<file path="src/sv/tlv_field_stream_parser_assert.svh">
// Assertion helpers for the TLV field stream parser.
`ifndef TLV_FIELD_STREAM_PARSER_ASSERT_SVH
`define TLV_FIELD_STREAM_PARSER_ASSERT_SVH

// cons must hold in the same cycle as ante
`define TFSP_ASSERT_NOW(lbl, ante, cons, msg) \
  lbl: assert property (@(posedge clk) disable iff (rst) (ante) |-> (cons)) \
    else $error(msg);

// cons must hold in the cycle after ante
`define TFSP_ASSERT_NEXT(lbl, ante, cons, msg) \
  lbl: assert property (@(posedge clk) disable iff (rst) (ante) |=> (cons)) \
    else $error(msg);

`endif

</file>
<file path="src/sv/tlvfsp_pkg.sv">
package tlvfsp_pkg;

  localparam int unsigned PFX_BYTES = 4;
  localparam int unsigned HDR_BYTES = 5;
  localparam int unsigned QDEPTH    = 3;
  localparam int unsigned QIDX_W    = 2;

  typedef enum logic [1:0] {
    KIND_PAYLOAD = 2'd0,
    KIND_EMPTY   = 2'd1,
    KIND_TRUNC   = 2'd2,
    KIND_SHORT   = 2'd3
  } kind_t;

  typedef struct packed {
    kind_t       kind;
    logic [7:0]  field_type;
    logic [31:0] field_length;
    logic [7:0]  payload_byte;
    logic        first_of_field;
    logic        last_of_field;
    logic        last_of_run;
  } result_t;

endpackage

</file>
<file path="src/sv/tlv_field_stream_parser.sv">
// A result word enters the result queue on the edge that accepts the byte that causes it.
// Throughput: one byte per cycle while s_tready holds and each byte gives at most one result;
// a byte that gives two results (field word plus discard) pushes both into the queue at once.
// A three-entry result queue decouples the sides; s_tready drops while it holds two or more.
// Reset (rst, synchronous): parser counters, prefix_mode and the queue clear at once.
module tlv_field_stream_parser (
  input  logic        clk,
  input  logic        rst,
  input  logic        cfg_we,
  input  logic        cfg_data,   // prefix_mode
  input  logic        s_tvalid,
  output logic        s_tready,
  input  logic [7:0]  s_tdata,    // [7:0] data_byte
  input  logic        s_tlast,    // packet_last
  output logic        m_tvalid,
  input  logic        m_tready,
  output logic [47:0] m_tdata,    // [7:0] field_type, [39:8] field_length, [47:40] payload_byte
  output logic [3:0]  m_tuser,    // [1:0] kind, [2] first_of_field, [3] last_of_field
  output logic        m_tlast     // last_of_run
);

  localparam logic [2:0] PFX_N = 3'(tlvfsp_pkg::PFX_BYTES);
  localparam logic [2:0] HDR_N = 3'(tlvfsp_pkg::HDR_BYTES);

  logic        prefix_mode;
  logic [2:0]  pfx_cnt;
  logic [31:0] body_len;
  logic [31:0] body_used;
  logic [2:0]  hdr_cnt;
  logic [7:0]  cur_type;
  logic [31:0] cur_len;
  logic [31:0] pay_rem;

  logic [2:0]  pfx_cnt_next;
  logic [31:0] body_len_next;
  logic [31:0] body_used_next;
  logic [2:0]  hdr_cnt_next;
  logic [7:0]  cur_type_next;
  logic [31:0] cur_len_next;
  logic [31:0] pay_rem_next;

  tlvfsp_pkg::result_t q [tlvfsp_pkg::QDEPTH];
  tlvfsp_pkg::result_t q_next [tlvfsp_pkg::QDEPTH];
  logic [1:0] q_cnt;
  logic [1:0] q_cnt_next;

  logic    accept, pop, feed, last_pkt, short_frame;
  logic    v0, v1;
  tlvfsp_pkg::result_t r0, r1, push_a, push_b;
  logic [1:0] npush;
  logic [1:0] base;
  logic [31:0] len_shift, pay_dec;

  assign accept   = s_tvalid && s_tready;
  assign pop      = m_tvalid && m_tready;
  assign s_tready = (q_cnt <= 2'd1);
  assign last_pkt = s_tlast;

  // parser step for one byte
  always_comb begin
    pfx_cnt_next   = pfx_cnt;
    body_len_next  = body_len;
    body_used_next = body_used;
    hdr_cnt_next   = hdr_cnt;
    cur_type_next  = cur_type;
    cur_len_next   = cur_len;
    pay_rem_next   = pay_rem;
    feed           = 1'b1;
    v0             = 1'b0;
    v1             = 1'b0;
    r0             = '0;
    r1             = '0;
    len_shift      = {cur_len[23:0], s_tdata};
    pay_dec        = (pay_rem != 32'd0) ? pay_rem - 32'd1 : pay_rem;
    short_frame    = 1'b0;

    if (prefix_mode) begin
      if (pfx_cnt < PFX_N) begin
        body_len_next = {body_len[23:0], s_tdata};
        pfx_cnt_next  = pfx_cnt + 3'd1;
        feed          = 1'b0;
      end else if (body_used >= body_len) begin
        feed = 1'b0;
      end else begin
        body_used_next = body_used + 32'd1;
      end
    end

    if (feed) begin
      if (hdr_cnt == 3'd0) begin
        cur_type_next = s_tdata;
        hdr_cnt_next  = 3'd1;
      end else if (hdr_cnt < HDR_N) begin
        cur_len_next = len_shift;
        hdr_cnt_next = hdr_cnt + 3'd1;
        if (hdr_cnt == HDR_N - 3'd1) begin
          if (len_shift == 32'd0) begin
            v0                = 1'b1;
            r0.kind           = tlvfsp_pkg::KIND_EMPTY;
            r0.field_type     = cur_type;
            r0.first_of_field = 1'b1;
            r0.last_of_field  = 1'b1;
            hdr_cnt_next      = 3'd0;
          end else begin
            pay_rem_next = len_shift;
          end
        end
      end else begin
        v0                = 1'b1;
        r0.kind           = tlvfsp_pkg::KIND_PAYLOAD;
        r0.field_type     = cur_type;
        r0.field_length   = cur_len;
        r0.payload_byte   = s_tdata;
        r0.first_of_field = (pay_rem == cur_len);
        r0.last_of_field  = (pay_rem <= 32'd1);
        pay_rem_next      = pay_dec;
        if (pay_dec == 32'd0) begin
          hdr_cnt_next = 3'd0;
        end
      end
    end

    if (last_pkt) begin
      short_frame = prefix_mode &&
                    ((pfx_cnt_next < PFX_N) || (body_used_next < body_len_next));
      if (short_frame) begin
        v1      = 1'b1;
        r1.kind = tlvfsp_pkg::KIND_SHORT;
      end else if ((hdr_cnt_next >= HDR_N) && (pay_rem_next != 32'd0)) begin
        v1              = 1'b1;
        r1.kind         = tlvfsp_pkg::KIND_TRUNC;
        r1.field_type   = cur_type_next;
        r1.field_length = cur_len_next;
      end
      pfx_cnt_next   = 3'd0;
      body_len_next  = 32'd0;
      body_used_next = 32'd0;
      hdr_cnt_next   = 3'd0;
      pay_rem_next   = 32'd0;
    end

    r0.last_of_run = !v1;
    r1.last_of_run = 1'b1;
  end

  // queue the results of this byte, field word before discard
  always_comb begin
    push_a     = v0 ? r0 : r1;
    push_b     = r1;
    npush      = {1'b0, v0} + {1'b0, v1};
    base       = q_cnt - {1'b0, pop};
    q_cnt_next = base + (accept ? npush : 2'd0);
    for (int i = 0; i < int'(tlvfsp_pkg::QDEPTH); i++) begin
      if (pop && (i < int'(tlvfsp_pkg::QDEPTH) - 1)) begin
        q_next[i] = q[i + 1];
      end else begin
        q_next[i] = q[i];
      end
      if (accept && (npush != 2'd0) && (tlvfsp_pkg::QIDX_W'(i) == base)) begin
        q_next[i] = push_a;
      end
      if (accept && (npush == 2'd2) && (tlvfsp_pkg::QIDX_W'(i) == base + 2'd1)) begin
        q_next[i] = push_b;
      end
    end
  end

  always_ff @(posedge clk) begin
    if (rst) begin
      prefix_mode <= 1'b0;
      pfx_cnt     <= '0;
      body_len    <= '0;
      body_used   <= '0;
      hdr_cnt     <= '0;
      cur_type    <= '0;
      cur_len     <= '0;
      pay_rem     <= '0;
      q_cnt       <= '0;
    end else begin
      if (cfg_we) begin
        prefix_mode <= cfg_data;
      end
      if (accept) begin
        pfx_cnt   <= pfx_cnt_next;
        body_len  <= body_len_next;
        body_used <= body_used_next;
        hdr_cnt   <= hdr_cnt_next;
        cur_type  <= cur_type_next;
        cur_len   <= cur_len_next;
        pay_rem   <= pay_rem_next;
      end
      q_cnt <= q_cnt_next;
    end
  end

  always_ff @(posedge clk) begin
    for (int i = 0; i < int'(tlvfsp_pkg::QDEPTH); i++) begin
      q[i] <= q_next[i];
    end
  end

  assign m_tvalid = (q_cnt != 2'd0);
  assign m_tdata  = {q[0].payload_byte, q[0].field_length, q[0].field_type};
  assign m_tuser  = {q[0].last_of_field, q[0].first_of_field, q[0].kind};
  assign m_tlast  = q[0].last_of_run;

`include "tlv_field_stream_parser_assert.svh"

  `TFSP_ASSERT_NOW(a_cnt_range, 1'b1,
    (hdr_cnt <= HDR_N) && (pfx_cnt <= PFX_N), "counter out of range")
  `TFSP_ASSERT_NOW(a_body_bound, 1'b1, body_used <= body_len, "body count past body length")
  `TFSP_ASSERT_NEXT(a_pkt_clear, accept && s_tlast,
    (hdr_cnt == 3'd0) && (pfx_cnt == 3'd0) && (pay_rem == 32'd0),
    "state not cleared at packet end")
  `TFSP_ASSERT_NEXT(a_no_loss, accept && (npush == 2'd2) && !pop,
    q_cnt == $past(q_cnt) + 2'd2, "result dropped")

endmodule

</file>
<file path="config.mk">
export PLATFORM = sky130hd
export DESIGN_NAME = tlv_field_stream_parser
export DESIGN_NICKNAME = d
export VERILOG_FILES = /design/src/sv/tlvfsp_pkg.sv /design/src/sv/tlv_field_stream_parser.sv
export VERILOG_INCLUDE_DIRS = /design/src /design/src/sv
export SDC_FILE = /design/constraint.sdc
export NUM_CORES = 1
export LEC_CHECK = 0
export BUFFER_PORTS_ARGS = -buffer_cell sky130_fd_sc_hd__buf_2
export CAP_MARGIN = 30
export CORE_UTILIZATION = 40
export CTS_CLUSTER_SIZE = 24
export DETAILED_ROUTE_END_ITERATION = 8
export GPL_ROUTABILITY_DRIVEN = 0
export SLEW_MARGIN = 20
export SYNTH_ARGS = -nofsm -noshare
export SYNTH_HDL_FRONTEND = slang
export SYNTH_SLANG_ARGS = --single-unit
</file>
<file path="constraint.sdc">
create_clock -name clk -period 10.3 [get_ports clk]
set_clock_uncertainty 0.05 [all_clocks]
set_input_delay 0.515 -clock clk [delete_from_list [all_inputs] [get_ports clk]]
set_output_delay 0.515 -clock clk [all_outputs]
set_load 0.01 [all_outputs]
</file>
After elaboration in Yosys (flattened, before gate mapping)
Memories as Yosys holds them, arrays and structs flattened. Cells that the tools add are included.

Add/sub/neg operators: 8. Magnitude comparators: 8. Eq/ne operators: 7. Muxes and demuxes: 63. Reduce and logical (&&, ||, !) cells: 23.

Operator list (count): two-way mux 32 bit (17); two-way mux 53 bit (9); two-way mux 52 bit (2); two-way mux 42 bit (2); two-way mux 40 bit (2); logical NOT 32 bit (2); nonzero test 32 bit (2); adder 32 x 1 -> 32 bit, second input constant (1); == test 32 bit (1); >= comparator 32 bit (1); less-or-equal comparator 32 x 1 -> 1 bit, second input constant (1); < comparator 32 bit (1); subtractor 32 x 1 -> 32 bit, second input constant (1); two-way mux 3 bit (10); two-way mux 9 bit (2); two-way mux 8 bit (2); logical AND 1 bit (12); two-way mux 1 bit (11); two-way mux 10 bit (1); two-way mux 2 bit (5); < comparator 3 bit, second input constant (3); adder 3 x 1 -> 3 bit, second input constant (2); == test 1 x 2 -> 1 bit, first input constant (2); == test 2 bit, first input constant (2); other kinds (13) (15).

Register bits after elaboration: 145. Bits in writable memories: 159. Output and inout bits: 55. Memories: 1.

Memory list: q (words 3, width 53, read ports 3, clocked after memory_dff 0, wr ports 3, RTL line tlv_field_stream_parser.sv:42) `tlvfsp_pkg::result_t q [tlvfsp_pkg::QDEPTH];`.

Depth between registers and ports, before layout
Word-level depth: 18. Mapped depth: 33.

Worst setup path after synthesis
Ideal clock, no wire load.

Path kind: reg-to-reg. From: register, netlist name body_used[0]. To: memory q[0][11] (netlist name) (enable). Library setup time: 0.652 ns. Data arrival time: 7.466 ns. Path slack: 2.132 ns. Cell stages (with the launch flop): 27. Path buffers: 2. Clock period less this slack: 8.168 ns. Path through: dfxtp_1 > inv_1 > ha_1 > nand2b_1 > a2111oi_0 > o32a_1 > a21oi_1 > nor3_1 > nand2_1 > nor3_1 > nor3b_1 > xor2_1 > ha_1 > o211ai_1 > or4_1 > a2111oi_0 > nand4_1 > a21oi_1 > nor3_1 > nand2_1 > a21boi_1 > ha_1 > nor2_1 > nand2_1 > clkbuf_1 > buf_1 > nand3_1.

RTL lines (RTL line): end, declared (tlv_field_stream_parser.sv:42).

==> impl_metrics.toml <==
[outcome]
status = "finished, final reports clean"

[setup_path]
reg2reg_slack_ns = 1.37
path_delay_family = "simple AND/OR/NAND/NOR gates"
reg2reg_to = "q[0][27]$_DFFE_PP_"
cp_max_fo = 32
critPathArrivalTime_ns = 9.17
cpPeakStageDelay_ns = 0.65
crit_type = "reg2reg"
cp.depth = 30
startpoint = "body_used[0]$_SDFFE_PP0P_"
crit_path_end_kind = "register"
required_ns = 10.54
path_buf_inv = 5
start_kind = "register"
critPathSlowestCell = "a21oi_1"
reg2regPathDepth = 30
reg2reg_from = "body_used[0]$_SDFFE_PP0P_"

[final_layout]
fin_cells = 2760
diodes = 0
multi_input_area_um2 = 9910
fillers = 4504
syn2layout_area_growth_pct = 8.32
fin_area_um2 = 20200
final_util_pct = 44.2
seq_area_um2 = 7350
drive_gt1_share_pct = 9.26
nNetsFinal = 2221

[routing]
avgViaCountPerCell = 6.22
drtIter0Drc = 2043
drc = 0
vias = 17176
wl_mm = 60.6
drtPass1Iterations = 6
antenna_left = 0
wl_per_cell_um = 22.0

[worst_hold_path]
hold_path_depth = 3
hold_path_end = "prefix_mode$_SDFFE_PP0P_"
hp-start = "cfg_data"
hp-class = "in2reg"

[clock_tree]
cts_root_buf = "clkbuf_16"
cts_resized = 0
clk_transition_reported_paths_ns = 0.06
clockBufferDepth = 3
cts_htree_levels = 2
clock_latency_ns = 0.56
cts_made_buffers = 36
cts_hold_buf = 0
cts.sinks = 304
cts_tree = "yes"
postCtsSetupBuffers = 0

[place]
dp_slack_ns = 1.51
io_buffer_count = 69
dp_cells = 2692
hpwl_mm = 40.8
place_area_um2 = 19000

[sta]
finalCritPeriodShare_pct = 86.7
whs_ns = 0.151
relSlewSlack_pct = 30.7
worst_slack_ns = 1.37
rsz0062_at_grt = "false"
period_minus_slack_ns = 8.93
setup_tns_ns = 0
fmax_mhz = 112
hold_violations = 0
drv_slew = 0
tightest_slew_ns = 1.03
setup_violations = 0

[logic_synthesis]
ys_top_cells_by_area = "edfxtp_1 20%, dfxtp_1 19%, a21oi_1 7.0%, ha_1 4.9%, nor2_1 4.9%"
synthCells = 2228
yosysWarnings = 0
muxShareOfSynthArea_pct = 3.73
syn_area_um2 = 18600
ys_async_sr_fraction_pct = 0
synthMostInstantiatedCell = "a21oi_1"
synth-seq-cells = 304
synth_top_area_share_pct = 20.3
yosys.area_share.adder_pct = 4.90
yosys.area_share.simple_pct = 18.2
synth_cell_types = 79
synth-xor-area-share_pct = 3.52
synth_top_family_by_area = "compound AO/OA/AOI/OAI gates"
synth_top_area_cell = "edfxtp_1"
avgSynthCellArea_um2 = 8.37
synth_compound_area_share_pct = 22.4
synth_commonest_cells = "262 x a21oi_1, 241 x nor2_1, 190 x nand2_1, 178 x dfxtp_1, 167 x clkbuf_1"
ys_seq_area_share_pct = 39.4
syn_nets = 2316
synth_top_flop_cell = "dfxtp_1"
synth_edf_count = 126

[power]
p_leak_nw = 7.87
p_int_mw = 2.38
combPwrFrac_pct = 18.8
p_sw_mw = 1.00
peakVddDrop_mv = 0.120
power_density_nw_per_um2 = 168
switching_share_pct = 29.6
pwr-share-clk_pct = 37.7
power_mw = 3.39
pwr-share-seq_pct = 43.5

[grt]
grt_pass1_wl_mm = 94.3
grt_pass1_vias = 15998
overflow = 0
grt.total_usage_pct = 25.2
grt_antenna_before_repair = 0
grt_max_degree = 89

[die]
start_util_pct = 40.8
fp.dieH_um = 218
dieArea_um2 = 47500
io-pin-count = 70
rows = 78
fp.dieW_um = 218
core_area_um2 = 45700

[job]
cap_violations = 0
-- registers in the layout, indices dropped and copies added, names as in the netlist, 2 cells and up --
register,flops
body_len,32
body_used,32
cur_len,32
cur_type,8
hdr_cnt,3
pay_rem,32
pfx_cnt,3
q,159
q_cnt,2
-- cell type report --
cell class,count,area share [%]
clock buffer,54,5.35
clock inverter,11,0.446
inverter,78,1.45
multi-input combinational,1601,49.1
sequential,304,36.4
tap,600,3.72
timing repair buffer,112,3.59
-- worst max path at each step --
stage | end
finish | q[0][27]$_DFFE_PP_
global placement | q[0][27]$_DFFE_PP_
CTS | q[0][27]$_DFFE_PP_
floorplan | q[0][11]$_DFFE_PP_
detailed placement | q[0][27]$_DFFE_PP_
global route | q[0][27]$_DFFE_PP_
-- placed cells by master, fill, tap and decap left out, types with 15 or more instances in the layout --
cell	instances
or3_1	15
edfxtp_1	126
nand2_1	186
a21oi_1	262
a31oi_1	17
nor3_1	63
nor2_1	239
nor4_1	32
a32oi_1	15
xor2_1	47
xnor2_1	28
and3_1	45
ha_1	73
buf_4	38
a211oi_1	31
buf_2	69
inv_1	77
mux2i_1	65
dfxtp_1	178
a22o_1	18
o21ai_0	88
a22oi_1	37
a21o_1	25
clkbuf_16	38
nand4_1	31
nand3_1	40
o2bb2ai_1	16
o22ai_1	65
-- power by group through the flow --
stage | clock network [mW] | registers [mW] | logic (mW)
after global routing | 1.35 | 1.48 | 0.688
after CTS | 1.30 | 1.47 | 0.632
after detailed placement | 0 | 1.50 | 0.630
final | 1.28 | 1.47 | 0.636
after floorplan | 0 | 1.48 | 0.480
after global placement | 0 | 1.50 | 0.604
-- worst reg2reg max path: cells and delay by family, from the launching register on --
family,cells,cell delay (ns)
DFF,1,0.45
AOI/OAI and AO/OA,9,2.59
xor gates and xnor gates,1,0.15
adders and majority gates,3,0.87
and+or+nand+nor,12,3.68
buffers and inverters,5,0.87
-- layer usage --
| layer | wire length, um | GRT usage [%] | part of all wire (%) |
|---|---|---|---|
| met5 | 0 | 0 | 0 |
| met4 | 2370 | 10.9 | 3.9 |
| met3 | 5670 | 4.39 | 9.3 |
| met2 | 27100 | 39.2 | 45 |
| met1 | 25500 | 34.2 | 42 |
-- cells by family after synthesis --
| logic type | after synthesis |
|---|---|
| XOR/XNOR | 75 |
| flip-flops | 304 |
| adder cells (fa/ha/maj) | 73 |
| AO/OA/AOI/OAI | 661 |
| AND/OR/NAND/NOR | 723 |
| buffers and inverters | 323 |
| multiplexers | 69 |
Power figures use the tool's default switching activity.
